===== src/hw/rtl/line_draw_pixel_engine_unit_assert.svh =====
// Assertion macros shared by the line drawing pixel engine RTL.
`ifndef LINE_DRAW_PIXEL_ENGINE_UNIT_ASSERT_SVH
`define LINE_DRAW_PIXEL_ENGINE_UNIT_ASSERT_SVH

// Same-cycle implication, disabled while reset is asserted.
`define LDPE_ASSERT_IMPLY(name, clk, rst_n, pre, post, msg) \
  name: assert property (@(posedge clk) disable iff (!rst_n) (pre) |-> (post)) \
    else $error(msg);

// Next-cycle implication, disabled while reset is asserted.
`define LDPE_ASSERT_NEXT(name, clk, rst_n, pre, post, msg) \
  name: assert property (@(posedge clk) disable iff (!rst_n) (pre) |=> (post)) \
    else $error(msg);

`endif


===== src/hw/rtl/ldpe_pkg.sv =====
// Shared types, constants and helpers of the line drawing pixel engine.
package ldpe_pkg;

  localparam int unsigned COORD_W   = 12;
  localparam int unsigned COLOR_W   = 15;
  localparam int unsigned WORD_W    = 16;
  localparam int unsigned DIM_W     = 9;
  localparam int unsigned MODE_W    = 3;
  localparam int unsigned CFG_IDX_W = 3;

  localparam int unsigned MAX_WIDTH_DEF  = 256;
  localparam int unsigned MAX_HEIGHT_DEF = 256;

  localparam logic [DIM_W-1:0]   WIDTH_RST  = 9'd256;
  localparam logic [DIM_W-1:0]   HEIGHT_RST = 9'd192;
  localparam logic [COLOR_W-1:0] COLOR_RST  = 15'd0;

  typedef enum logic [MODE_W-1:0] {
    MODE_MOVE_TO   = 3'd0,
    MODE_LINE_TO   = 3'd1,
    MODE_SET_PIXEL = 3'd2,
    MODE_GET_PIXEL = 3'd3,
    MODE_FILL      = 3'd4,
    MODE_CLEAR     = 3'd5
  } mode_e;

  typedef enum logic [CFG_IDX_W-1:0] {
    CFG_CANVAS_WIDTH  = 3'd0,
    CFG_CANVAS_HEIGHT = 3'd1,
    CFG_PEN_COLOR     = 3'd2,
    CFG_BRUSH_COLOR   = 3'd3
  } cfg_idx_e;

  typedef enum logic [7:0] {
    ST_INIT  = 8'b0000_0001,
    ST_IDLE  = 8'b0000_0010,
    ST_LINE  = 8'b0000_0100,
    ST_PLOT  = 8'b0000_1000,
    ST_RADDR = 8'b0001_0000,
    ST_SIZE  = 8'b0010_0000,
    ST_SWEEP = 8'b0100_0000,
    ST_RESP  = 8'b1000_0000
  } state_e;

  // Active canvas size after limiting to the store dimensions.
  typedef struct packed {
    logic [DIM_W-1:0] act_w;
    logic [DIM_W-1:0] act_h;
  } canvas_t;

  // One point produced by the line walker.
  typedef struct packed {
    logic                      vld;
    logic                      last;
    logic signed [COORD_W-1:0] x;
    logic signed [COORD_W-1:0] y;
  } walk_t;

  // One pixel request entering the address stage.
  typedef struct packed {
    logic                      vld;
    logic                      wr;
    logic signed [COORD_W-1:0] x;
    logic signed [COORD_W-1:0] y;
    logic [COLOR_W-1:0]        color;
  } point_t;

  // Registered result of the address stage; the address travels beside it.
  typedef struct packed {
    logic               hit;
    logic               wr;
    logic [COLOR_W-1:0] color;
  } req_t;

  // A written pixel always carries the opaque bit.
  function automatic logic [WORD_W-1:0] pixel_word(logic [COLOR_W-1:0] color);
    return {1'b1, color};
  endfunction

endpackage


===== src/hw/rtl/ldpe_addr.sv =====
// Clipping and address stage: canvas test and y * width + x, registered.
module ldpe_addr #(
  parameter int unsigned AddrW = 16
) (
  input  logic              clk_i,
  input  logic              rst_ni,
  input  ldpe_pkg::canvas_t canvas_i,
  input  ldpe_pkg::point_t  pt_i,
  output ldpe_pkg::req_t    req_o,
  output logic [AddrW-1:0]  addr_o
);

  localparam int unsigned CW    = ldpe_pkg::COORD_W;
  localparam int unsigned DimW  = ldpe_pkg::DIM_W;
  localparam int unsigned ProdW = 2 * DimW;

  logic             in_canvas;
  logic [ProdW-1:0] prod;
  logic [ProdW:0]   sum;
  logic             hit_q, wr_q;
  logic [ldpe_pkg::COLOR_W-1:0] color_q;
  logic [AddrW-1:0] addr_q;

  assign in_canvas = !pt_i.x[CW-1] && !pt_i.y[CW-1]
                  && (pt_i.x[CW-2:0] < (CW-1)'(canvas_i.act_w))
                  && (pt_i.y[CW-2:0] < (CW-1)'(canvas_i.act_h));

  // Only meaningful when inside, where both coordinates fit the dimension width.
  assign prod = ProdW'(pt_i.y[DimW-1:0]) * ProdW'(canvas_i.act_w);
  assign sum  = (ProdW+1)'(prod) + (ProdW+1)'(pt_i.x[DimW-1:0]);

  always_ff @(posedge clk_i or negedge rst_ni) begin
    if (!rst_ni) begin
      hit_q <= 1'b0;
    end else begin
      hit_q <= pt_i.vld && in_canvas;
    end
  end

  always_ff @(posedge clk_i) begin
    if (pt_i.vld) begin
      wr_q    <= pt_i.wr;
      color_q <= pt_i.color;
      addr_q  <= AddrW'(sum);
    end
  end

  assign req_o.hit   = hit_q;
  assign req_o.wr    = wr_q;
  assign req_o.color = color_q;
  assign addr_o      = addr_q;

endmodule


===== config.mk =====
export PLATFORM = sky130hd
export DESIGN_NAME = ldpe_addr
export DESIGN_NICKNAME = d
export VERILOG_FILES = /design/src/hw/rtl/line_draw_pixel_engine_unit_assert.svh /design/src/hw/rtl/ldpe_pkg.sv /design/src/hw/rtl/ldpe_addr.sv
export SDC_FILE = /design/constraint.sdc
export NUM_CORES = 1
export LEC_CHECK = 0
export ABC_AREA = 1
export BUFFER_PORTS_ARGS = -buffer_cell sky130_fd_sc_hd__buf_2
export CAP_MARGIN = 20
export CORE_ASPECT_RATIO = 1.75
export CORE_MARGIN = 2
export CORE_UTILIZATION = 45
export DETAILED_ROUTE_END_ITERATION = 8
export PLACE_DENSITY_LB_ADDON = 0.2
export SYNTH_ARGS = -nofsm -noshare
export SYNTH_HDL_FRONTEND = slang
export SYNTH_SLANG_ARGS = --single-unit

===== constraint.sdc =====
create_clock -name clk_i -period 0.8 [get_ports clk_i]
set_clock_uncertainty 0.1 [all_clocks]
set_input_delay 0.04 -clock clk_i [delete_from_list [all_inputs] [get_ports clk_i]]
set_output_delay 0.04 -clock clk_i [all_outputs]
set_load 0.05 [all_outputs]

== Word level (Yosys, flattened, before mapping) ==
Index checks and enable logic that the tools add are counted.
Operators by class
  $mul: 1
  $add $sub $neg: 1
  reductions and logical operators: 6
  magnitude comparators: 2
Operator list (number)
  11-bit by 9-bit < comparator with 1-bit output: 2
  16-bit by 9-bit adder with 16-bit output: 1
  9-bit by 9-bit multiplier with 16-bit output: 1
  1-bit logical AND: 4
  1-bit zero test: 2
Storage, ports and cells
  register bits: 33
  logic and storage cells: 14
  bits of input ports: 61
  output and inout port bits: 33

== Depth between registers and ports, before layout ==
Gate-level depths: netlist of run 1.
  depth after elaboration: 5
  gate-level depth with buffers: 21
  depth with buffers taken out: 20

== Worst setup path after synthesis of run 1 ==
No wires, ideal clock.
  kind: in2reg
  start point: input port canvas_i[11] (netlist name)
  end point: register addr_q[14] (netlist: addr_o[14]), data pin
  setup slack: -3.669 ns
  cell stages on the path: 18
  required time: 0.438 ns
  buffers on the path: 1
  setup time: 0.262 ns
  arrival time: 4.108 ns
  cell sequence: clkbuf_1 -> nand2_1 -> fa_1 -> inv_1 -> fa_1 -> inv_1 -> fa_1 -> inv_1 -> fa_1 -> inv_1 -> fa_1 -> inv_1 -> ha_1 -> a21oi_1 -> o21ai_1 -> a21oi_1 -> o21ai_1 -> xor2_1
On the way
  longest elaborated chain between the ends: 2
Ends and longest elaborated chain
  from (decl): line ldpe_addr.sv:7  | input ldpe_pkg::canvas_t canvas_i,
  9-bit by 9-bit multiplier with 16-bit output: line ldpe_addr.sv:29  | assign prod = ProdW'(pt_i.y[DimW-1:0]) * ProdW'(canvas_i.act_w);
  16-bit by 9-bit adder with 16-bit output: line ldpe_addr.sv:30  | assign sum = (ProdW+1)'(prod) + (ProdW+1)'(pt_i.x[DimW-1:0]);
  net sum[14]: line ldpe_addr.sv:19  | logic [ProdW:0] sum;
  to (signal assigned): line ldpe_addr.sv:44  | addr_q <= AddrW'(sum);
  to (decl): line ldpe_addr.sv:22  | logic [AddrW-1:0] addr_q;
The timed path passes the listed nets, and every way through them passes these cells.
A chain may end at the register's enable or synchronous reset.

== Worst setup path after layout of run 1 ==
  start point: input port pt_i[20] (netlist name)
  end point: register addr_q[15] (netlist: addr_o[15]), data pin
On the way
  longest elaborated chain between the ends: 2
Ends and longest elaborated chain
  from (decl): line ldpe_addr.sv:8  | input ldpe_pkg::point_t pt_i,
  9-bit by 9-bit multiplier with 16-bit output: line ldpe_addr.sv:29
  16-bit by 9-bit adder with 16-bit output: line ldpe_addr.sv:30
  net sum[15]: line ldpe_addr.sv:19
The timed path passes the listed nets, and every way through them passes these cells.

==> flow_summary.yaml, run 1 <==
status:
  violations: "negative hold slack, negative setup slack"
  status: "finished with violations"
global_routing:
  grt-ovfl-total: 0
  grt_pass1_vias: 4108
  grt_usage: 0.2150
  grt_pass1_wl_um: 18030
  antenna_found_initial: 0
  grt_start_max_net_pins: 19
logic_synthesis:
  synthSimpleGateAreaFrac: 0.1433
  synth_compound_area_frac: 0.03547
  yosysTopAreaCell: "fa_1"
  synth_edf_count: 32
  synth_warnings: 0
  synth_area_leaders: "fa_1, edfxtp_1, ha_1, inv_1, nand2_1"
  synth_top_family_by_area: "adder cells"
  synthesis.instances: 530
  async_flop_share: 0.03030
  synth_nets: 705
  ys_seq_elements: 33
  synth_adder_area_share: 0.4089
  synth_area_um2: 4479
  ys_types: 30
  synthMuxAreaShare: 0
  synth-xor-area-share: 0.03687
  syn_area_per_cell_um2: 8.452
  yosys.area.top_type_share: 0.2413
  synth_top_flop_cell: "edfxtp_1"
  ys_seq_area_frac: 0.2201
sta:
  timing_hold_violations_final: 2
  fin_hold_ws_ns: -0.009681
  setup_ws_ns: -3.136
  slew_headroom: 0.8422
  min_period_ns: 3.936
  worst_slew_pin_slew_ns: 0.2350
  drv_slew: 0
  finalCritPeriodShare: 4.920
  setup_viol: 50
  grt_setup_unrepaired: "yes"
  fmax_ghz: 0.2540
die:
  rows: 48
  initial_core_util: 0.4576
  die_h_um: 136.0
  fp.dieW_um: 79.42
  ios: 94
  die_area_um2: 10800
  core_um2: 9789
power_and_ir_drop:
  cellLeakagePower_uw: 0.003789
  ir_worst_vdd_v: 0.002765
  power_density_nw_per_um2: 3548
critical_path:
  max_stage_delay_ns: 0.53
  cp-endpoint: "addr_o[15]"
  cp_max_fo: 5
  cp_data_arrival_time_ns: 3.87
  path_buf_inv: 9
  worstPathRequired_ns: 0.73
  path_cells: "buf_12 -> nand2_4 -> inv_4 -> fa_1 -> inv_1 -> fa_1 -> inv_1 -> fa_1 -> fa_1 -> inv_2 -> fa_1 -> inv_2 -> ha_4 -> buf_6 -> nand2_4 -> nor2_4 -> inv_2 -> nor3_2 -> inv_1 -> nand3b_1 -> nand2_1"
  critical_path_class: "input port to flip-flop"
  cpMostUsedCell: "fa_1"
  critPathCaptureType: "flip-flop"
  crit_start: "pt_i[20]"
  crit_slowest_cell: "fa_1"
  start_kind: "input port"
  crit_cells: 21
  critical-path-top-delay-family: "adder cells"
clock_tree:
  cts_max_level: 2
  clockBufferDepth: 2
  numCtsBuffers: 5
  cts-root-buf: "clkbuf_16"
  hold_buffers: 17
  clkTransAtPathRegs_ns: 0.05
  cts_tree: "yes"
  cts_sinks: 33
cells_and_area:
  area_delta_synth_final_pct: 56.06
  nets: 888
  diodes: 0
  multi_input_area_um2: 3418
  fill_cells: 739
  design_area_um2: 6990
  final_common_cell: "inv_1"
  utilization: 0.7141
  register_area_um2: 985.9
  drive_gt1_frac: 0.4160
  layout.cells.most_common_list: "inv_1, nand2_1, buf_4"
place:
  gp_congestion: 0.8517
  hpwl_um: 8975
  dpl-instance-area_um2: 5788
  io_buffer_count: 93
hold_path:
  min_path_type: "input port to asynchronous set/reset pin"
run:
  drv_cap: 0
routing:
  ant_nets: 0
  vias_per_cell: 4.633
  detail_route.iter0.violations: 126
  wire_per_inst_um: 13.23
  drc: 0
  vias: 3887
  dr.pass1.iters: 4
  totalWireLength_um: 11100
logic make-up after synthesis:
| logic type | count (synthesis) |
|---|---|
| flops | 33 |
| buf+inv | 178 |
| simple gates | 161 |
| xor+xnor | 18 |
| fa+ha+maj | 114 |
| compound gates | 26 |
worst min path at each step:
stage | to | slack (ns) | cells past startpoint
detailed placement | hit_q | -0.28 | 1
finish | hit_q | -0.01 | 2
floorplan | hit_q | -0.36 | 0
global route | hit_q | -0.01 | 2
global placement | hit_q | -0.28 | 1
CTS | hit_q | -0.03 | 2
synth_stat cells (2+ instances only):
master and number:
a21o_1 3, a21oi_1 12, buf_2 4, buf_4 2, buf_6 2, clkbuf_1 12
edfxtp_1 32, fa_1 54, ha_1 60, inv_1 153, inv_2 5, nand2_1 129
nand3_1 11, nor2_1 15, o21ai_1 3, o21ai_2 3, o21bai_1 2, xnor2_1 4
xor2_1 13
stage by stage:
| stage | setup WS [ns] | TNS [ns] | total power, uW | std cells |
|---|---|---|---|---|
| final | -3.136 | -44.77 | 24800 | 839 |
| after global routing | -3.287 | -47.04 | 26720 | 839 |
| after CTS | -3.147 | -44.82 | 23260 | 835 |
| after detailed placement | -3.594 | -46.77 | 17820 | 804 |
| after global placement | -3.541 | -46.20 | 17540 | 804 |
| after floorplan | -3.307 | -40.47 | 13020 | 530 |
per-layer routing:
| layer | vias up | wire [um] | track usage |
|---|---|---|---|
| li1 | 1924 | - | - |
| met1 | 1821 | 4066 | 0.2239 |
| met2 | 113 | 6276 | 0.4267 |
| met3 | 29 | 304 | 0.01062 |
| met4 | 0 | 454 | 0.09674 |
| met5 | - | 0 | 0 |
report_power, final:
group | switching, uW | total (uW) | internal (uW) | leakage (uW)
logic | 10500 | 19900 | 9470 | 0.00339
registers | 200 | 3090 | 2890 | 0.000327
clock network | 633 | 1770 | 1140 | 0.0000706
total | 11300 | 24800 | 13500 | 0.00379
registers in the layout, indices dropped and copies added (netlist names):
register,cells
color_q,15
hit_q,1
addr_o,16
wr_q,1
timing repair:
item                                   4_1_cts  5_1_grt
endpoints found under the hold margin       18        1
setup buffers                                6        4
setup endpoints to repair                   49       49
pin swaps                                   25       39
gates resized for setup                    153       59
cell type report:
class | instances | share of cell area
Clock buffer | 6 | 0.01844
Clock inverter | 2 | 0.001432
Inverter | 158 | 0.08556
Multi-Input combinational cell | 319 | 0.4890
Sequential cell | 33 | 0.1410
Tap cell | 125 | 0.02237
Timing Repair Buffer | 196 | 0.2422
(Power assumes the default switching activity.)
==> inputs of run 2 (changes only) <==
Settings changed: CORE_UTILIZATION 45 to 46.
==> flow_summary.yaml, run 2 (synthesis results as in run 1) <==
cells_and_area:
  diodes: 0
  largest_register_ffs: 16
  nets: 888
  drive_gt1_frac: 0.4160
  utilization: 0.7368
  layout.cells.most_common_list: "inv_1, nand2_1, buf_6"
  area_delta_synth_final_pct: 55.73
  final_common_cell: "inv_1"
sta:
  finalCritPeriodShare: 5.004
  slew_headroom: 0.8002
  drv_slew: 0
  fin_hold_ws_ns: -0.01825
  timing_hold_violations_final: 1
  fmax_ghz: 0.2498
  setup_viol: 50
  setup_ws_ns: -3.203
  grt_setup_unrepaired: "yes"
  min_period_ns: 4.003
  worst_slew_pin_slew_ns: 0.2970
global_routing:
  grt.busiest_layer: "met2"
  grt_pass1_vias: 4365
  grt-ovfl-total: 0
  grt_start_max_net_pins: 20
  grt_util_met1: 0.2550
  antenna_found_initial: 0
  grt_pass1_wl_um: 19680
  use_met3: 0.01203
  grtUsageMet2: 0.4625
  grt_usage: 0.2366
clock_tree:
  cts_max_level: 2
  clkTransAtPathRegs_ns: 0.05
  clockBufferDepth: 2
  hold_buffers: 17
  cts_tree: "yes"
  cts_sinks: 33
  numCtsBuffers: 5
  cts-root-buf: "clkbuf_16"
critical_path:
  cp_max_fo: 5
  critPathCaptureType: "flip-flop"
  cpMostUsedCell: "fa_1"
  cp_data_arrival_time_ns: 3.93
  worstPathRequired_ns: 0.73
  crit_slowest_cell: "fa_1"
  path_cells: "buf_12 -> nand2_4 -> fa_1 -> inv_2 -> fa_1 -> inv_1 -> fa_1 -> inv_2 -> fa_1 -> inv_1 -> fa_1 -> inv_2 -> ha_4 -> nand2_4 -> nor2_2 -> inv_2 -> nor3_2 -> inv_1 -> nand3b_1 -> nand2_1"
  max_stage_delay_ns: 0.55
  start_kind: "input port"
  critical_path_class: "input port to flip-flop"
routing:
  dr.pass1.iters: 4
  detail_route.iter0.violations: 131
  wire_per_inst_um: 14.17
  ant_nets: 0
  drc: 0
  vias_per_cell: 4.745
  totalWireLength_um: 11850
  vias: 3967
die:
  initial_core_util: 0.4731
  die_area_um2: 10570
  die_h_um: 134.5
  ios: 94
  core_um2: 9468
  fp.dieW_um: 78.60
  rows: 47
place:
  io_buffer_count: 93
  gp_congestion: 0.8899
  place_ws_ns: -3.612
  hpwl_um: 8828
power_and_ir_drop:
  cellLeakagePower_uw: 0.003788
  p_total_uw: 23670
  power_density_nw_per_um2: 3393
  ir_worst_vdd_v: 0.002800
status:
  violations: "negative hold slack, negative setup slack"
  status: "finished with violations"
hold_path:
  min_path_type: "input port to asynchronous set/reset pin"
run:
  drv_cap: 0
==> run 2: cell counts in the layout (fill, tap and decap cells not counted) <==
No cell type changed its count.
==> run 2: path summary, 6_finish.rpt <==
path                         endpoint          from  slack, ns  cells past startpoint
worst max-delay path       addr_o[15]  canvas_i[11]      -3.20                     20
worst min-delay path            hit_q        rst_ni      -0.02                      2
max in group asynchronous       hit_q        rst_ni       0.53                      2
min in group clk_i          addr_o[0]      pt_i[27]       0.01                      2
==> run 2: routing by layer <==
| layer | wire, um | vias up |
|---|---|---|
| li1 | - | 1923 |
| met1 | 4410 | 1912 |
| met2 | 6737 | 108 |
| met3 | 297 | 24 |
| met4 | 402 | 0 |
| met5 | 0 | - |
==> run 2: metrics by stage <==
stage | hold WS, ns | TNS [ns] | instance area, um2 | instances
2_1_floorplan | -0.3556 | -40.47 | 4860 | 530
3_3_place_gp | -0.2835 | -46.31 | 5689 | 790
3_5_place_dp | -0.2837 | -46.81 | 5689 | 790
4_1_cts | -0.02946 | -44.63 | 6795 | 832
5_1_grt | -0.01538 | -47.90 | 6975 | 836
6_report | -0.01825 | -45.46 | 6975 | 836
==> run 2: layout make-up <==
type	count	area, um2
Multi-Input combinational cell	319	3376
Fill cell	646	2492
Timing Repair Buffer	196	1722
Sequential cell	33	985.9
Inverter	158	600.6
Tap cell	122	152.6
Clock buffer	6	128.9
Clock inverter	2	10.01
==> run 2: what timing repair did <==
action / CTS / global route
endpoints found under the setup margin: 49 / 50
pin swaps: 44 / 28
buffers inserted: 18 / 6
gates resized for setup: 181 / 42
endpoints found under the hold margin: 18 / 1
==> run 2: where the power goes <==
group	switching, uW	total (uW)	internal, uW	leakage [uW]
Combinational	9970	18800	8870	0.00339
Clock	620	1760	1140	0.0000706
Sequential	189	3070	2880	0.000327
Total	10800	23700	12900	0.00379
==> run 2: worst max-delay path: cells and delay by family <==
kind,cells,cell delay (ns)
buffers and inverters,8,0.46
AND/OR/NAND/NOR,6,0.56
adder cells (fa/ha/maj),6,2.87
==> inputs of run 3 (changes only) <==
Settings changed: ABC_AREA 1 to not set.
Clock period 0.8 ns to 4.85 ns, I/O delays scaled along.
==> flow_summary.yaml, run 3 <==
global_routing:
  grt_start_max_net_pins: 34
  antenna_found_initial: 0
  grt_usage: 0.2015
  grt_pass1_wl_um: 15800
  grt-ovfl-total: 0
  grt_pass1_vias: 3508
routing:
  drc: 0
  dr.pass1.iters: 4
  met2_length_um: 5450
  route.met3.wl_um: 277
  routed.top_layer: "met4"
  wire_per_inst_um: 14.00
  wl_met1_um: 3280
  totalWireLength_um: 9239
  vias: 3180
  vias_per_cell: 4.818
  detail_route.iter0.violations: 82
  ant_nets: 0
clock_tree:
  numCtsBuffers: 5
  cts_tree: "yes"
  cts_setup_buffers: 0
  clkTransAtPathRegs_ns: 0.05
  clockBufferDepth: 2
  cts_sinks: 33
  cts_max_level: 2
  cts-root-buf: "clkbuf_16"
logic_synthesis:
  ys_top_cells_by_count: "inv_1, ha_1, fa_1"
  synth_area_um2: 4169
  yosysTopAreaCell: "fa_1"
  ys_seq_elements: 33
  synthesis.instances: 410
  async_flop_share: 0.03030
  yosys.area.top_type_share: 0.2593
  synth_nets: 585
  synth_most_common_cell: "inv_1"
  syn_area_per_cell_um2: 10.17
  synth_area_leaders: "fa_1, edfxtp_1, ha_1, inv_1, and2_1"
  synth_warnings: 0
  ys_seq_area_frac: 0.2365
  synth_top_flop_cell: "edfxtp_1"
  ys_types: 31
  synth_edf_count: 32
hold_path:
  hold-path-endpoint: "color_q[5]"
  min_path_type: "input port to flip-flop"
  min_path_cells: 1
  worstHoldStart: "pt_i[5]"
cells_and_area:
  nets: 714
  layout.cells.most_common_list: "inv_1, buf_2, ha_1"
  area_delta_synth_final_pct: 23.98
  diodes: 0
  drive_gt1_frac: 0.2574
  largest_register_ffs: 16
  finalNonFillerCells: 660
critical_path:
  critical_path_class: "input port to flip-flop"
  crit_start: "canvas_i[11]"
  start_kind: "input port"
  worstPathRequired_ns: 4.78
  cp_max_fo: 7
  cp_data_arrival_time_ns: 4.56
  critPathCaptureType: "flip-flop"
sta:
  grt_setup_unrepaired: "no"
  min_period_ns: 4.636
  worst_slew_pin_slew_ns: 0.7278
  fmax_ghz: 0.2157
  slew_headroom: 0.5148
  timing_hold_violations_final: 0
  setup_viol: 0
  finalCritPeriodShare: 0.9558
  drv_slew: 0
power_and_ir_drop:
  ir_worst_vdd_v: 0.0002766
  p_clk_frac: 0.110
  cellLeakagePower_uw: 0.002777
  p_int_uw: 1458
  combPwrFrac: 0.706
  switching_share: 0.4497
  switching_power_uw: 1191
  power_frac_seq: 0.184
  power_density_nw_per_um2: 512.5
  p_total_uw: 2649
die:
  ios: 94
  die_h_um: 129.9
  rows: 46
  fp.dieW_um: 75.97
  initial_core_util: 0.4673
  die_area_um2: 9871
  core_um2: 8921
place:
  place_inst: 651
  gp_congestion: 0.9382
  hpwl_um: 8165
  io_buffer_count: 93
status:
  status: "complete, no violations"
run:
  drv_cap: 0
==> run 3: changes by cell type after synthesis, sizes merged, moves of 5 or more <==
cell and delta:
a21o +5, inv -65, and2 +46, nand2 -88, xnor2 +9, nand3 -9
nor2 -13, buf -6, xor2 -8, clkbuf -6
==> run 3: kinds of logic (layout without fill, tap and decap cells) <==
family                   Yosys count  count (layout)  synth area share
adder cells (fa/ha/maj)          114             114            0.4394
flip-flops                        33              33            0.2365
XOR/XNOR                          19              19           0.03992
AO/OA/AOI/OAI                     42              42           0.06633
buffers and inverters            101             231           0.09273
AND/OR/NAND/NOR                  101             101            0.1251
==> run 3: worst max-delay path: stages <==
cell and delay [ns]:
buf_2 0.15, nand2_1 0.10, fa_1 0.54, inv_1 0.05
fa_1 0.45, ha_1 0.33, fa_1 0.53, inv_1 0.05
fa_1 0.50, inv_1 0.04, ha_1 0.31, a21o_1 0.19
a221oi_2 0.31, nor2_1 0.10, a221o_1 0.37, buf_4 0.15
xor2_1 0.13
==> run 3: how the worst max path moves through the flow <==
stage | cells after the start | slack [ns] | end
floorplan | 16 | 0.007 | addr_o[15]
global placement | 17 | -0.08 | addr_o[15]
detailed placement | 17 | -0.14 | addr_o[15]
CTS | 17 | 0.16 | addr_o[15]
global route | 17 | 0.001 | addr_o[15]
finish | 17 | 0.21 | addr_o[13]
==> run 3: layout make-up <==
cell class	count	area, um2
clock buffer	5	125.1
clock inverter	3	12.51
fill	810	3752
inverter	93	349.1
multi-input combinational	276	2800
sequential	33	985.9
tap	120	150.1
timing repair buffer	130	745.7
==> run 3: metrics by stage <==
step | instance area (um2) | hold slack [ns] | setup slack, ns | TNS, ns | util
final | 5169 | 0.04004 | 0.2143 | 0 | 0.5794
after global routing | 5169 | 0.03219 | 0.001191 | 0 | 0.5794
after CTS | 5165 | 0.03251 | 0.1619 | 0 | 0.5790
after detailed placement | 5017 | -0.07794 | -0.1360 | -0.3234 | 0.5624
after global placement | 5017 | -0.08225 | -0.08188 | -0.1834 | 0.5624
after floorplan | 4173 | -0.1531 | 0.007073 | 0 | -
==> run 3: power by group through the flow <==
stage          Clock (uW)  Combinational (uW)  Sequential, uW
6_report              292                1870             488
5_1_grt               313                2110             494
4_1_cts               300                1890             489
3_5_place_dp            0                1870             493
3_3_place_gp            0                1830             493
2_1_floorplan           0                1090             750
==> run 3: metal layers <==
metal  GRT usage  vias up
li1            -     1550
met1      0.2081     1533
met2      0.4170       78
met3     0.01729       19
met4     0.07487        0
met5           0        -
==> run 3: timing repair <==
action	CTS	global route
setup endpoints to repair	0	2
resized for setup	0	1
hold buffers	1	0
endpoints found under the hold margin	1	0
