<file path="config.mk">
export PLATFORM = sky130hd
export DESIGN_NAME = ldpe_walker
export DESIGN_NICKNAME = d
export VERILOG_FILES = /design/src/hw/rtl/line_draw_pixel_engine_unit_assert.svh /design/src/hw/rtl/ldpe_pkg.sv /design/src/hw/rtl/ldpe_walker.sv
export SDC_FILE = /design/constraint.sdc
export NUM_CORES = 1
export LEC_CHECK = 0
export BUFFER_PORTS_ARGS = -buffer_cell sky130_fd_sc_hd__buf_2
export CAP_MARGIN = 15
export CORE_MARGIN = 2
export CORE_UTILIZATION = 30
export CTS_BUF_LIST = sky130_fd_sc_hd__clkbuf_8 sky130_fd_sc_hd__clkbuf_16
export CTS_CLUSTER_SIZE = 14
export DETAILED_ROUTE_END_ITERATION = 7
export PLACE_DENSITY = 0.51
export SKIP_CTS_REPAIR_TIMING = 1
export SYNTH_ARGS = -nofsm -noshare
export SYNTH_HDL_FRONTEND = slang
export SYNTH_SLANG_ARGS = --single-unit
</file>
<file path="constraint.sdc">
create_clock -name clk_i -period 6.87 [get_ports clk_i]
set_clock_uncertainty 0.15 [all_clocks]
set_input_delay 1.7175 -clock clk_i [delete_from_list [all_inputs] [get_ports clk_i]]
set_output_delay 1.7175 -clock clk_i [all_outputs]
set_load 0.005 [all_outputs]
</file>
<file path="src/hw/rtl/line_draw_pixel_engine_unit_assert.svh">
// Assertion macros shared by the line drawing pixel engine RTL.
`ifndef LINE_DRAW_PIXEL_ENGINE_UNIT_ASSERT_SVH
`define LINE_DRAW_PIXEL_ENGINE_UNIT_ASSERT_SVH

// Same-cycle implication, disabled while reset is asserted.
`define LDPE_ASSERT_IMPLY(name, clk, rst_n, pre, post, msg) \
  name: assert property (@(posedge clk) disable iff (!rst_n) (pre) |-> (post)) \
    else $error(msg);

// Next-cycle implication, disabled while reset is asserted.
`define LDPE_ASSERT_NEXT(name, clk, rst_n, pre, post, msg) \
  name: assert property (@(posedge clk) disable iff (!rst_n) (pre) |=> (post)) \
    else $error(msg);

`endif

</file>
<file path="src/hw/rtl/ldpe_pkg.sv">
// Shared types, constants and helpers of the line drawing pixel engine.
package ldpe_pkg;

  localparam int unsigned COORD_W   = 12;
  localparam int unsigned COLOR_W   = 15;
  localparam int unsigned WORD_W    = 16;
  localparam int unsigned DIM_W     = 9;
  localparam int unsigned MODE_W    = 3;
  localparam int unsigned CFG_IDX_W = 3;

  localparam int unsigned MAX_WIDTH_DEF  = 256;
  localparam int unsigned MAX_HEIGHT_DEF = 256;

  localparam logic [DIM_W-1:0]   WIDTH_RST  = 9'd256;
  localparam logic [DIM_W-1:0]   HEIGHT_RST = 9'd192;
  localparam logic [COLOR_W-1:0] COLOR_RST  = 15'd0;

  typedef enum logic [MODE_W-1:0] {
    MODE_MOVE_TO   = 3'd0,
    MODE_LINE_TO   = 3'd1,
    MODE_SET_PIXEL = 3'd2,
    MODE_GET_PIXEL = 3'd3,
    MODE_FILL      = 3'd4,
    MODE_CLEAR     = 3'd5
  } mode_e;

  typedef enum logic [CFG_IDX_W-1:0] {
    CFG_CANVAS_WIDTH  = 3'd0,
    CFG_CANVAS_HEIGHT = 3'd1,
    CFG_PEN_COLOR     = 3'd2,
    CFG_BRUSH_COLOR   = 3'd3
  } cfg_idx_e;

  typedef enum logic [7:0] {
    ST_INIT  = 8'b0000_0001,
    ST_IDLE  = 8'b0000_0010,
    ST_LINE  = 8'b0000_0100,
    ST_PLOT  = 8'b0000_1000,
    ST_RADDR = 8'b0001_0000,
    ST_SIZE  = 8'b0010_0000,
    ST_SWEEP = 8'b0100_0000,
    ST_RESP  = 8'b1000_0000
  } state_e;

  // Active canvas size after limiting to the store dimensions.
  typedef struct packed {
    logic [DIM_W-1:0] act_w;
    logic [DIM_W-1:0] act_h;
  } canvas_t;

  // One point produced by the line walker.
  typedef struct packed {
    logic                      vld;
    logic                      last;
    logic signed [COORD_W-1:0] x;
    logic signed [COORD_W-1:0] y;
  } walk_t;

  // One pixel request entering the address stage.
  typedef struct packed {
    logic                      vld;
    logic                      wr;
    logic signed [COORD_W-1:0] x;
    logic signed [COORD_W-1:0] y;
    logic [COLOR_W-1:0]        color;
  } point_t;

  // Registered result of the address stage; the address travels beside it.
  typedef struct packed {
    logic               hit;
    logic               wr;
    logic [COLOR_W-1:0] color;
  } req_t;

  // A written pixel always carries the opaque bit.
  function automatic logic [WORD_W-1:0] pixel_word(logic [COLOR_W-1:0] color);
    return {1'b1, color};
  endfunction

endpackage

</file>
<file path="src/hw/rtl/ldpe_walker.sv">
// Iterative line walker: one error add, compare and subtract per plotted point.
module ldpe_walker (
  input  logic                               clk_i,
  input  logic                               rst_ni,
  input  logic                               start_i,
  input  logic signed [ldpe_pkg::COORD_W-1:0] pen_x_i,
  input  logic signed [ldpe_pkg::COORD_W-1:0] pen_y_i,
  input  logic signed [ldpe_pkg::COORD_W-1:0] tgt_x_i,
  input  logic signed [ldpe_pkg::COORD_W-1:0] tgt_y_i,
  output ldpe_pkg::walk_t                     walk_o
);

  localparam int unsigned CW = ldpe_pkg::COORD_W;

  logic          setup_q, run_q;
  logic [CW-1:0] x_q, y_q, tgt_x_q, tgt_y_q;
  logic [CW-1:0] dmaj_q, dmin_q, cnt_q, err_q;
  logic          xmaj_q, sx_neg_q, sy_neg_q;

  logic [CW:0]   dx, dy, adx_w, ady_w;
  logic [CW-1:0] adx, ady;
  logic          xmaj;
  logic [CW:0]   err_sum;
  logic          adv, last;
  logic [CW-1:0] x_step, y_step, err_d;

  // Setup: signed differences and their magnitudes (at most 4095).
  assign dx    = {tgt_x_q[CW-1], tgt_x_q} - {x_q[CW-1], x_q};
  assign dy    = {tgt_y_q[CW-1], tgt_y_q} - {y_q[CW-1], y_q};
  assign adx_w = dx[CW] ? (~dx + 1'b1) : dx;
  assign ady_w = dy[CW] ? (~dy + 1'b1) : dy;
  assign adx   = adx_w[CW-1:0];
  assign ady   = ady_w[CW-1:0];
  assign xmaj  = adx > ady;

  // Step: the minor axis advances when the error exceeds the major difference.
  assign err_sum = {1'b0, err_q} + {1'b0, dmin_q};
  assign adv     = err_sum > {1'b0, dmaj_q};
  assign err_d   = adv ? CW'(err_sum - {1'b0, dmaj_q}) : err_sum[CW-1:0];
  assign x_step  = x_q + (sx_neg_q ? {CW{1'b1}} : CW'(1));
  assign y_step  = y_q + (sy_neg_q ? {CW{1'b1}} : CW'(1));
  assign last    = (cnt_q == '0);

  always_ff @(posedge clk_i or negedge rst_ni) begin
    if (!rst_ni) begin
      setup_q <= 1'b0;
      run_q   <= 1'b0;
    end else begin
      if (start_i) begin
        setup_q <= 1'b1;
      end else if (setup_q) begin
        setup_q <= 1'b0;
        run_q   <= 1'b1;
      end else if (run_q && last) begin
        run_q <= 1'b0;
      end
    end
  end

  always_ff @(posedge clk_i) begin
    if (start_i) begin
      x_q     <= pen_x_i;
      y_q     <= pen_y_i;
      tgt_x_q <= tgt_x_i;
      tgt_y_q <= tgt_y_i;
    end else if (setup_q) begin
      xmaj_q   <= xmaj;
      sx_neg_q <= dx[CW];
      sy_neg_q <= dy[CW];
      dmaj_q   <= xmaj ? adx : ady;
      dmin_q   <= xmaj ? ady : adx;
      cnt_q    <= xmaj ? adx : ady;
      err_q    <= '0;
    end else if (run_q) begin
      cnt_q <= cnt_q - 1'b1;
      err_q <= err_d;
      if (xmaj_q) begin
        x_q <= x_step;
        if (adv) begin
          y_q <= y_step;
        end
      end else begin
        y_q <= y_step;
        if (adv) begin
          x_q <= x_step;
        end
      end
    end
  end

  assign walk_o.vld  = run_q;
  assign walk_o.last = last;
  assign walk_o.x    = x_q;
  assign walk_o.y    = y_q;

endmodule

</file>
Yosys cells after proc, flatten, opt, wreduce, memory -nomap -nowiden
Cells that the tools add are included.

cells by class
  shift-type cells = 0
  equal/unequal tests = 2
  reduce and logical (&&, ||, !) cells = 11
  muxes and demuxes = 23
  multipliers = 0
  bitwise gates (word level) = 3
  $lt $le $gt $ge = 2
  divide/modulo/power cells = 0
  add/subtract/negate cells = 9

operators with widths
  cell                     count
  $mux W12                 20
  $sub A12 B12 Y13         2
  $add A12 B1 Y12 const B  2
  $add A12 B12 Y12         2
  $not A12 Y12             2
  $add A12 B12 Y13         1
  $gt A13 B12 Y1           1
  $gt A12 B12 Y1           1
  $logic_not A12 Y1        1
  $sub A12 B1 Y12 const B  1
  $sub A12 B12 Y12         1
  $reduce_and A2 Y1        3
  $reduce_and A3 Y1        2
  $reduce_bool A2 Y1       3
  $mux W1                  3
  $ne A3 B2 Y1 const B     1
  $reduce_bool A3 Y1       1
  $ne A2 B2 Y1 const B     1
  $logic_and A1 B1 Y1      1
  $not A1 Y1               1

word-level totals
  latch bits = 0
  memory bits (read-only) = 0
  word-level logic and storage cells = 63
  input port bits = 51
  bits in writable memories = 0
  memories kept = 0
  flip-flop bits (word level) = 101
  output and inout bits = 26

Depth between registers and ports, before layout
Gate-level depths: netlist of the first run.

  word-level depth = 7
  gate-level depth with buffers = 24
  gate-level depth less buffers = 21

Least setup slack after synthesis of the first run
No wires, ideal clock.

  path kind = register -> register
  start point = register x_q[0]
  end point = register dmin_q[2] (data pin)
  required time = 6453 ps
  path buffers = 3
  path slack = 1961 ps
  period minus slack after synthesis = 4909 ps
  cell stages (with the launch flop) = 21
  library setup time = 267 ps
  arrival = 4492 ps
  path through = edfxtp_1 -> ha_1 -> fa_1 -> nand2b_1 -> a21oi_1 -> xor2_1 -> a2111oi_1 -> nand4_1 -> o31ai_1 -> a211o_1 -> inv_1 -> ha_1 -> nand4_1 -> nor2_1 -> o21ai_0 -> a22o_1 -> buf_2 -> inv_1 -> buf_1 -> clkbuf_1 -> a21oi_1

on the way
  cells in the longest elaborated chain, start to end = 6

ends and longest elaborated chain
  what                      RTL line           text
  start: declaration        ldpe_walker.sv:16  logic [CW-1:0] x_q, y_q, tgt_x_q, tgt_y_q;
  start signal: assignment  ldpe_walker.sv:62  x_q <= pen_x_i;
  start signal: assignment  ldpe_walker.sv:78  x_q <= x_step;
  start signal: assignment  ldpe_walker.sv:85  x_q <= x_step;
  $sub A12 B12 Y13 *        ldpe_walker.sv:28  assign dx = {tgt_x_q[CW-1], tgt_x_q} - {x_q[CW-1], x_q};
  $not A12 Y12              ldpe_walker.sv:30  assign adx_w = dx[CW] ? (~dx + 1'b1) : dx;
  $add A12 B1 Y12           ldpe_walker.sv:30
  $mux W12 *                ldpe_walker.sv:30
  $gt A12 B12 Y1 *          ldpe_walker.sv:34  assign xmaj = adx > ady;
  named net xmaj            ldpe_walker.sv:22  logic xmaj;
  $mux W12 *                ldpe_walker.sv:71  dmin_q <= xmaj ? ady : adx;
  end signal: assignment    ldpe_walker.sv:71
  end: declaration          ldpe_walker.sv:17  logic [CW-1:0] dmaj_q, dmin_q, cnt_q, err_q;

The timed path passes the listed nets; every way through them passes the cells marked *.
A chain may end at the register's enable or synchronous reset.

Final worst setup path of the first run
  start point = register x_q[5]
  end point = register cnt_q[11] (data pin)

on the way
  cells in the longest elaborated chain, start to end = 7

ends and longest elaborated chain
  what                    RTL line           text
  $sub A12 B12 Y13 *      ldpe_walker.sv:28
  $not A12 Y12            ldpe_walker.sv:30
  $add A12 B1 Y12         ldpe_walker.sv:30
  $mux W12 *              ldpe_walker.sv:30
  $gt A12 B12 Y1          ldpe_walker.sv:34
  $mux W12 *              ldpe_walker.sv:72  cnt_q <= xmaj ? adx : ady;
  $mux W12 *              ldpe_walker.sv:66  end else if (setup_q) begin
  end signal: assignment  ldpe_walker.sv:72
  end signal: assignment  ldpe_walker.sv:75  cnt_q <= cnt_q - 1'b1;
  end: declaration        ldpe_walker.sv:17

Mark *: on every way between the ends. The rest lies on a longest branch, timed or not.

==> flow_summary.ini, run 1 <==
[setup_path]
worstPathRequired_ns = 6.92
start_kind = flop
critical_path_peak_fanout = 18
r2r_slack_ns = 1.13
r2r_cells = 20
crit_start = x_q[5]$_DFFE_PP_
r2r-start = x_q[5]$_DFFE_PP_
crit_end = cnt_q[11]$_DFFE_PP_
path_class = reg -> reg
cp.arrival_ns = 5.79
endpoint_kind = flop
r2r_end = cnt_q[11]$_DFFE_PP_

[final_layout]
diodes = 0
syn_to_final_growth_pct = 12.96
drive_gt1_frac = 0.1394
fill_cells = 2774
finalNetCount = 1053

[timing]
slew_headroom = 0.4465
fmaxAchievable_mhz = 174.2
final.period_utilization = 0.8355
setup-tns-final_ns = 0
layout_min_cycle_time_ns = 5.740
drv_slew = 0
setup_slack_ns = 1.130
tightestPinTransition_ns = 0.8285
rsz0062_at_grt = no
setup_viol = 0
hold_slack_ns = 0.4371
finalHoldViolations = 0

[synthesis]
postSynthCellCount = 843
synth.distinct_cells = 74
seq_area_frac_synth = 0.3684
yosys_most_used_dff = edfxtp_1
ys_ff_latch = 101
syn_nets = 983
yosys_warnings = 0
synth_edf_count = 99
synthArstFlopShare = 0.01980
synth_area_per_cell_um2 = 9.734
synth_area_um2 = 8205

[floorplanning]
placementRows = 60
initial_core_util = 0.3053
num_io_pins = 77
dieArea_um2 = 28690
coreArea_um2 = 26880
die_h_um = 169.4
die_x_um = 169.4

[outcome]
status = finished, final reports clean

[route]
wl_per_cell_um = 14.52
routed_wl_mm = 18.28
drc = 0
drt-vias-per-instance = 4.957
drtPass1Iterations = 5
via_count = 6241
antenna_left = 0
drt_first_iter_violations = 311

[clocking]
tritoncts = yes
cts.sinks = 101
clk_pin_slew_worst_paths_ns = 0.07
cts_buffer_depth = 2
cts_buffers = 9
insertion_delay_ns = 0.35
cts_max_level = 3
root_buffer = clkbuf_16

[worst_hold_path]
hp-class = reg -> reg

[global_route]
antenna_found_initial = 0
grt_max_degree = 42
grt_first_pass_wirelength_mm = 30.22
grt_pass1_vias = 6144
grt_usage = 0.1306
overflow = 0

[placement]
place_ws_ns = 1.148
dp_hpwl_mm = 14.21
port_buffers = 76
place_congestion = 0.7923

[job]
maxCapViolations = 0
[kinds of logic after synthesis]
logic type                 Yosys count  share of synthesized area
and+or+nand+nor                    254                     0.1517
AOI/OAI and AO/OA                  197                     0.1664
DFF                                101                     0.3684
adders and majority gates           89                     0.1412
buffers and inverters               88                    0.04285
xor gates and xnor gates            79                    0.08524
muxes                               35                    0.04422
[critical path, cell delays in order, from the launching register on]
cell and delay, ns:
edfxtp_1 0.39, inv_1 0.06, ha_1 0.25, or4_1 0.55
o22ai_2 0.19, o21ai_2 0.12, a221oi_2 0.71, o31ai_1 0.20
xnor2_1 0.32, ha_1 0.30, a21o_1 0.16, a21o_1 0.17
a21oi_1 0.15, nor2_1 0.05, a211oi_1 0.21, a22o_1 0.60
inv_1 0.36, buf_4 0.29, nor2_1 0.09, mux2i_1 0.10
a31oi_1 0.17
[final cells by class]
cell class,instances,area (µm²),share of cell area
clock buffer,9,225.2,0.02430
clock inverter,7,83.83,0.009044
inverter,65,244.0,0.02632
multi-input combinational,654,4841,0.5223
sequential,101,3023,0.3261
tap,341,426.7,0.04603
timing repair buffer,82,425.4,0.04590
[cell usage after synthesis (4+ instances only)]
cell	n	area, µm²
edfxtp_1	99	2973
ha_1	83	1039
nor2_1	74	277.8
nand2_1	72	270.3
inv_1	65	244.0
o21ai_0	42	210.2
a21oi_1	40	200.2
xnor2_1	39	341.6
xor2_1	39	341.6
mux2i_1	25	250.2
o21a_1	18	135.1
a21o_1	17	127.6
nor2b_1	17	106.4
clkbuf_1	15	56.30
nand2b_1	15	93.84
nand3_1	12	60.06
nor3_1	12	60.06
mux2_2	10	112.6
o31ai_1	10	75.07
a211oi_1	8	60.06
a31oi_1	8	50.05
nand4_1	7	43.79
or2_2	7	43.79
a21boi_0	6	45.04
fa_1	6	120.1
or3_1	6	37.54
nor4_1	5	31.28
and2_1	4	25.02
and3_1	4	25.02
and4_1	4	35.03
o2111ai_1	4	35.03
o211ai_1	4	30.03
o21bai_1	4	30.03
[layer usage]
metal | up-vias | GRT usage | part of all wire
li1 | 3207 | - | -
met1 | 2912 | 0.1754 | 0.49
met2 | 107 | 0.2185 | 0.46
met3 | 15 | 0.01912 | 0.030
met4 | 0 | 0.03790 | 0.014
met5 | - | 0 | 0
[sequential cells by signal (all words and copies together) (netlist names)]
signal,flops
y_q,12
dmaj_q,12
run_q,1
cnt_q,12
err_q,12
setup_q,1
dmin_q,12
tgt_x_q,12
sy_neg_q,1
xmaj_q,1
x_q,12
sx_neg_q,1
tgt_y_q,12
[how the worst min path moves through the flow]
stage,start,to,slack (ns),cells past startpoint
6_report,run_q$_DFFE_PN0P_,run_q$_DFFE_PN0P_,0.44,2
5_1_grt,run_q$_DFFE_PN0P_,run_q$_DFFE_PN0P_,0.48,2
4_1_cts,run_q$_DFFE_PN0P_,run_q$_DFFE_PN0P_,0.46,2
3_5_place_dp,run_q$_DFFE_PN0P_,run_q$_DFFE_PN0P_,0.44,2
3_3_place_gp,run_q$_DFFE_PN0P_,run_q$_DFFE_PN0P_,0.43,2
2_1_floorplan,run_q$_DFFE_PN0P_,run_q$_DFFE_PN0P_,0.37,2
[placed cells by master, fill, tap and decap left out, types with 4 or more instances in the layout]
cell type	instances
a211oi_1	8
a21boi_0	6
a21o_1	17
a21oi_1	40
a31oi_1	8
and2_1	4
and3_1	4
and4_1	4
buf_2	76
buf_4	6
clkbuf_16	9
edfxtp_1	99
fa_1	6
ha_1	83
inv_1	68
mux2_2	10
mux2i_1	25
nand2_1	72
nand2b_1	15
nand3_1	12
nand4_1	7
nor2_1	73
nor2b_1	16
nor3_1	12
nor4_1	5
o2111ai_1	4
o211ai_1	4
o21a_1	18
o21ai_0	42
o21bai_1	4
o31ai_1	10
or2_2	7
or3_1	6
xnor2_1	39
xor2_1	39
[metrics by stage]
stage	utilization	instance area, µm²	std cells
after floorplan	-	8205	843
after global placement	0.3334	8960	1243
after detailed placement	0.3334	8960	1243
after CTS	0.3449	9269	1259
after global routing	0.3449	9269	1259
final	0.3449	9269	1259
Power of run 1 is not shown: default switching activity piles up to over one toggle a cycle in this logic, so the estimate is an artifact.
==> inputs of run 2 (changes only) <==
- clock period: 6.87 -> 5.5 ns (I/O delays scaled with it)
==> flow_summary.ini, run 2 (same netlist as run 1, synthesis figures left out) <==
[floorplanning]
placementRows = 60
die_x_um = 169.4
dieArea_um2 = 28690
num_io_pins = 77
coreArea_um2 = 26880
initial_core_util = 0.3053
die_h_um = 169.4

[setup_path]
critical_path_peak_fanout = 9
cp.arrival_ns = 5.00
crit_chain = inv_1, ha_1, nor2b_1, o2111ai_1, nand3_1, and2_1, or4_4, nand2_1, xor2_1, ha_1, a21o_1, a21oi_1, nor2_1, a211oi_1, a22o_1, inv_1, a21o_1, mux2_2
r2r-start = x_q[1]$_DFFE_PP_
path_class = reg -> reg
endpoint_kind = flop
worstPathRequired_ns = 5.47
max_stage_delay_ns = 0.55
r2r_slack_ns = 0.47
r2r_cells = 18
start_kind = flop
r2r_end = cnt_q[7]$_DFFE_PP_
cpMaxStageDelayCell = or4_4

[worst_hold_path]
min_path_cells = 2
hp-class = reg -> reg
min_to = run_q$_DFFE_PN0P_
holdCritStartpoint = run_q$_DFFE_PN0P_

[global_route]
grt_max_degree = 40
grt_pass1_vias = 6037
overflow = 0
grt_usage = 0.1324
antenna_found_initial = 0
grt_first_pass_wirelength_mm = 30.39

[clocking]
clk_pin_slew_worst_paths_ns = 0.07
root_buffer = clkbuf_16
insertion_delay_ns = 0.36
cts.sinks = 101
cts_buffer_depth = 2
cts_max_level = 3
cts_buffers = 9
tritoncts = yes

[final_layout]
fill_cells = 2734
diodes = 0
final_cell_mix = edfxtp_1, ha_1, buf_2
final_common_cell = edfxtp_1
finalNetCount = 1058
multi_input_area_um2 = 4865
fin_area_um2 = 9310
syn_to_final_growth_pct = 13.46
drive_gt1_frac = 0.1486
seq_area_um2 = 3023

[placement]
placed_area_um2 = 8997
port_buffers = 76
place_congestion = 0.7966
dp_hpwl_mm = 14.31

[route]
drc = 0
antenna_left = 0
routed_wl_mm = 18.51
drt-vias-per-instance = 4.869
via_count = 6150
wl_per_cell_um = 14.66
drtPass1Iterations = 6
drt_first_iter_violations = 330

[timing]
fmaxAchievable_mhz = 198.7
slew_headroom = 0.4378
setup_viol = 0
drv_slew = 0
tightestPinTransition_ns = 0.8415
final.period_utilization = 0.9150
finalHoldViolations = 0
rsz0062_at_grt = no
layout_min_cycle_time_ns = 5.033
setup-tns-final_ns = 0

[job]
maxCapViolations = 0

[outcome]
status = finished, final reports clean
run 2: changes by cell type in the layout (fill, tap and decap cells not counted), sizes merged:
cell,delta
clkinv,+1
buf,+5
inv,-2
clkinvlp,+1
bufinv,-1
run 2: cell type report:
class                           count  area share
Multi-Input combinational cell    654      0.5225
Tap cell                          341     0.04583
Timing Repair Buffer               87     0.04972
Clock buffer                        9     0.02419
Inverter                           65     0.02621
Sequential cell                   101      0.3247
Clock inverter                      6    0.006854
run 2: worst max-delay path, delay by kind of cell, from the launching register on:
| family | cells | cell delay, ns |
|---|---|---|
| compound gates | 6 | 1.38 |
| simple gates | 6 | 1.27 |
| fa+ha+maj | 2 | 0.63 |
| flops | 1 | 0.44 |
| xor+xnor | 1 | 0.35 |
| buf+inv | 2 | 0.32 |
| mux | 1 | 0.26 |
run 2: routing by layer:
layer	vias to the layer above	wire (µm)	global-route usage
met5	-	0	0
met4	0	332	0.04905
met3	19	529	0.01819
met2	96	8593	0.2213
met1	2823	9058	0.1745
li1	3212	-	-
run 2: stage by stage:
step | hold WS, ns | setup WS [ns] | utilization | instances
3_5_place_dp | 0.4364 | 0.3751 | 0.3348 | 1248
6_report | 0.4531 | 0.4673 | 0.3464 | 1263
5_1_grt | 0.4893 | 0.06748 | 0.3464 | 1263
3_3_place_gp | 0.4264 | 0.4722 | 0.3348 | 1248
4_1_cts | 0.4517 | 0.3468 | 0.3455 | 1263
2_1_floorplan | 0.3655 | 0.5914 | - | 843
run 2: worst max-delay path by stage:
| stage | startpoint | slack, ns | cells past startpoint | to |
|---|---|---|---|---|
| finish | x_q[1]$_DFFE_PP_ | 0.47 | 18 | cnt_q[7]$_DFFE_PP_ |
| global route | x_q[0]$_DFFE_PP_ | 0.07 | 20 | cnt_q[11]$_DFFE_PP_ |
| CTS | x_q[0]$_DFFE_PP_ | 0.35 | 20 | cnt_q[11]$_DFFE_PP_ |
| detailed placement | x_q[0]$_DFFE_PP_ | 0.38 | 20 | cnt_q[11]$_DFFE_PP_ |
| global placement | x_q[0]$_DFFE_PP_ | 0.47 | 18 | cnt_q[7]$_DFFE_PP_ |
| floorplan | x_q[0]$_DFFE_PP_ | 0.59 | 20 | dmin_q[2]$_DFFE_PP_ |
Power of run 2 is left out for the same reason.
==> inputs of run 3 (changes only) <==
- clock period: 5.5 -> 5.24 ns (I/O delays scaled with it)
==> flow_summary.ini, run 3 (same netlist as run 1, synthesis figures left out) <==
[outcome]
status = finished, final reports clean

[global_route]
grt_first_pass_wirelength_mm = 30.14
grt_usage = 0.1296
grt.met3_usage = 0.01539
grt_max_degree = 33
met1_usage = 0.1684
grt-busiest-layer = met2
overflow = 0
grt_pass1_vias = 6153
use_met2 = 0.2206
antenna_found_initial = 0

[final_layout]
final_cell_mix = edfxtp_1, ha_1, buf_2
diodes = 0
syn_to_final_growth_pct = 15.08
drive_gt1_frac = 0.1711
stdcell_count = 1276
post-route-util = 0.3514
finalNetCount = 1071
final_common_cell = edfxtp_1

[route]
drc = 0
drt-vias-per-instance = 4.907
wl_per_cell_um = 14.34
antenna_left = 0
drtPass1Iterations = 4
routed_wl_mm = 18.29
via_count = 6261
drt_first_iter_violations = 244

[placement]
dp.cells = 1251
place_ws_ns = 0.1639
place_congestion = 0.7700
port_buffers = 76
dp_hpwl_mm = 14.16

[clocking]
cts_max_level = 3
cts_buffer_depth = 2
cts_buffers = 9
root_buffer = clkbuf_16
insertion_delay_ns = 0.36
cts.sinks = 101
clk_pin_slew_worst_paths_ns = 0.08
tritoncts = yes

[setup_path]
critical_path_peak_fanout = 18
crit_buf_inv = 5
r2r-start = x_q[5]$_DFFE_PP_
r2r_end = cnt_q[7]$_DFFE_PP_
cp.arrival_ns = 4.93
worstPathRequired_ns = 5.19
max_stage_delay_ns = 0.55
path_class = reg -> reg
crit_chain = inv_1, ha_1, or4_1, o22ai_2, o21ai_2, a221oi_4, buf_4, nand2_1, xnor2_1, inv_1, ha_1, a21o_1, a21o_1, a211oi_1, a22o_1, buf_4, inv_1, a21o_1, mux2_2
cpLargestDelayFamily = compound AO/OA/AOI/OAI gates
start_kind = flop
r2r_slack_ns = 0.27
cpMaxStageDelayCell = or4_1
endpoint_kind = flop
r2r_cells = 19
crit_cells = 19

[timing]
tightestPinTransition_ns = 0.6140
final.period_utilization = 0.9493
drv_slew = 0
fmaxAchievable_mhz = 201.0
setup_viol = 0
slew_headroom = 0.5907
finalHoldViolations = 0
layout_min_cycle_time_ns = 4.974
setup_slack_ns = 0.2658

[worst_hold_path]
hp-class = reg -> reg
min_to = run_q$_DFFE_PN0P_
holdCritStartpoint = run_q$_DFFE_PN0P_
min_path_cells = 2

[floorplanning]
dieArea_um2 = 28690
die_x_um = 169.4
num_io_pins = 77
coreArea_um2 = 26880
placementRows = 60
die_h_um = 169.4
initial_core_util = 0.3053

[job]
maxCapViolations = 0
==> run 3: cell types whose count changed in the layout (fill, tap and decap cells not counted), sizes merged <==
cell,before,now
clkinv,3,4
bufinv,1,0
buf,87,100
==> run 3: cell type report <==
type                    instances  area, µm²
flip-flops and latches        101       3023
clock buffers                   9      225.2
repair buffers                100      560.5
multi-input cells             654       4923
well taps                     341      426.7
clock inverters                 6      40.04
inverters                      65      244.0
fillers                      2826      17430
==> run 3: worst max-delay path by stage <==
stage | startpoint | to | slack [ns]
after floorplan | x_q[0]$_DFFE_PP_ | dmin_q[2]$_DFFE_PP_ | 0.33
after global placement | x_q[5]$_DFFE_PP_ | cnt_q[7]$_DFFE_PP_ | 0.17
after detailed placement | x_q[5]$_DFFE_PP_ | cnt_q[7]$_DFFE_PP_ | 0.16
after CTS | x_q[5]$_DFFE_PP_ | cnt_q[7]$_DFFE_PP_ | 0.12
after global routing | y_q[1]$_DFFE_PP_ | cnt_q[11]$_DFFE_PP_ | -0.004
final | x_q[5]$_DFFE_PP_ | cnt_q[7]$_DFFE_PP_ | 0.27
==> run 3: stage by stage <==
| step | setup TNS [ns] | instance area (µm²) | hold WS (ns) |
|---|---|---|---|
| after floorplan | 0 | 8205 | 0.3655 |
| after global placement | 0 | 9015 | 0.4238 |
| after detailed placement | 0 | 9015 | 0.4216 |
| after CTS | 0 | 9280 | 0.4340 |
| after global routing | -0.003872 | 9443 | 0.4588 |
| final | 0 | 9443 | 0.4321 |
==> run 3: tightest hold or removal path, delay by kind of cell, from the launching register on <==
kind,cells,cell delay (ns)
DFF,1,0.41
AOI/OAI and AO/OA,1,0.08
and+or+nand+nor,1,0.05
==> run 3: routing by layer <==
layer	share of wire	up-vias
met5	0	-
met4	0.022	0
met3	0.025	22
met2	0.47	87
met1	0.48	2909
li1	-	3243
Power of run 3 is left out for the same reason.
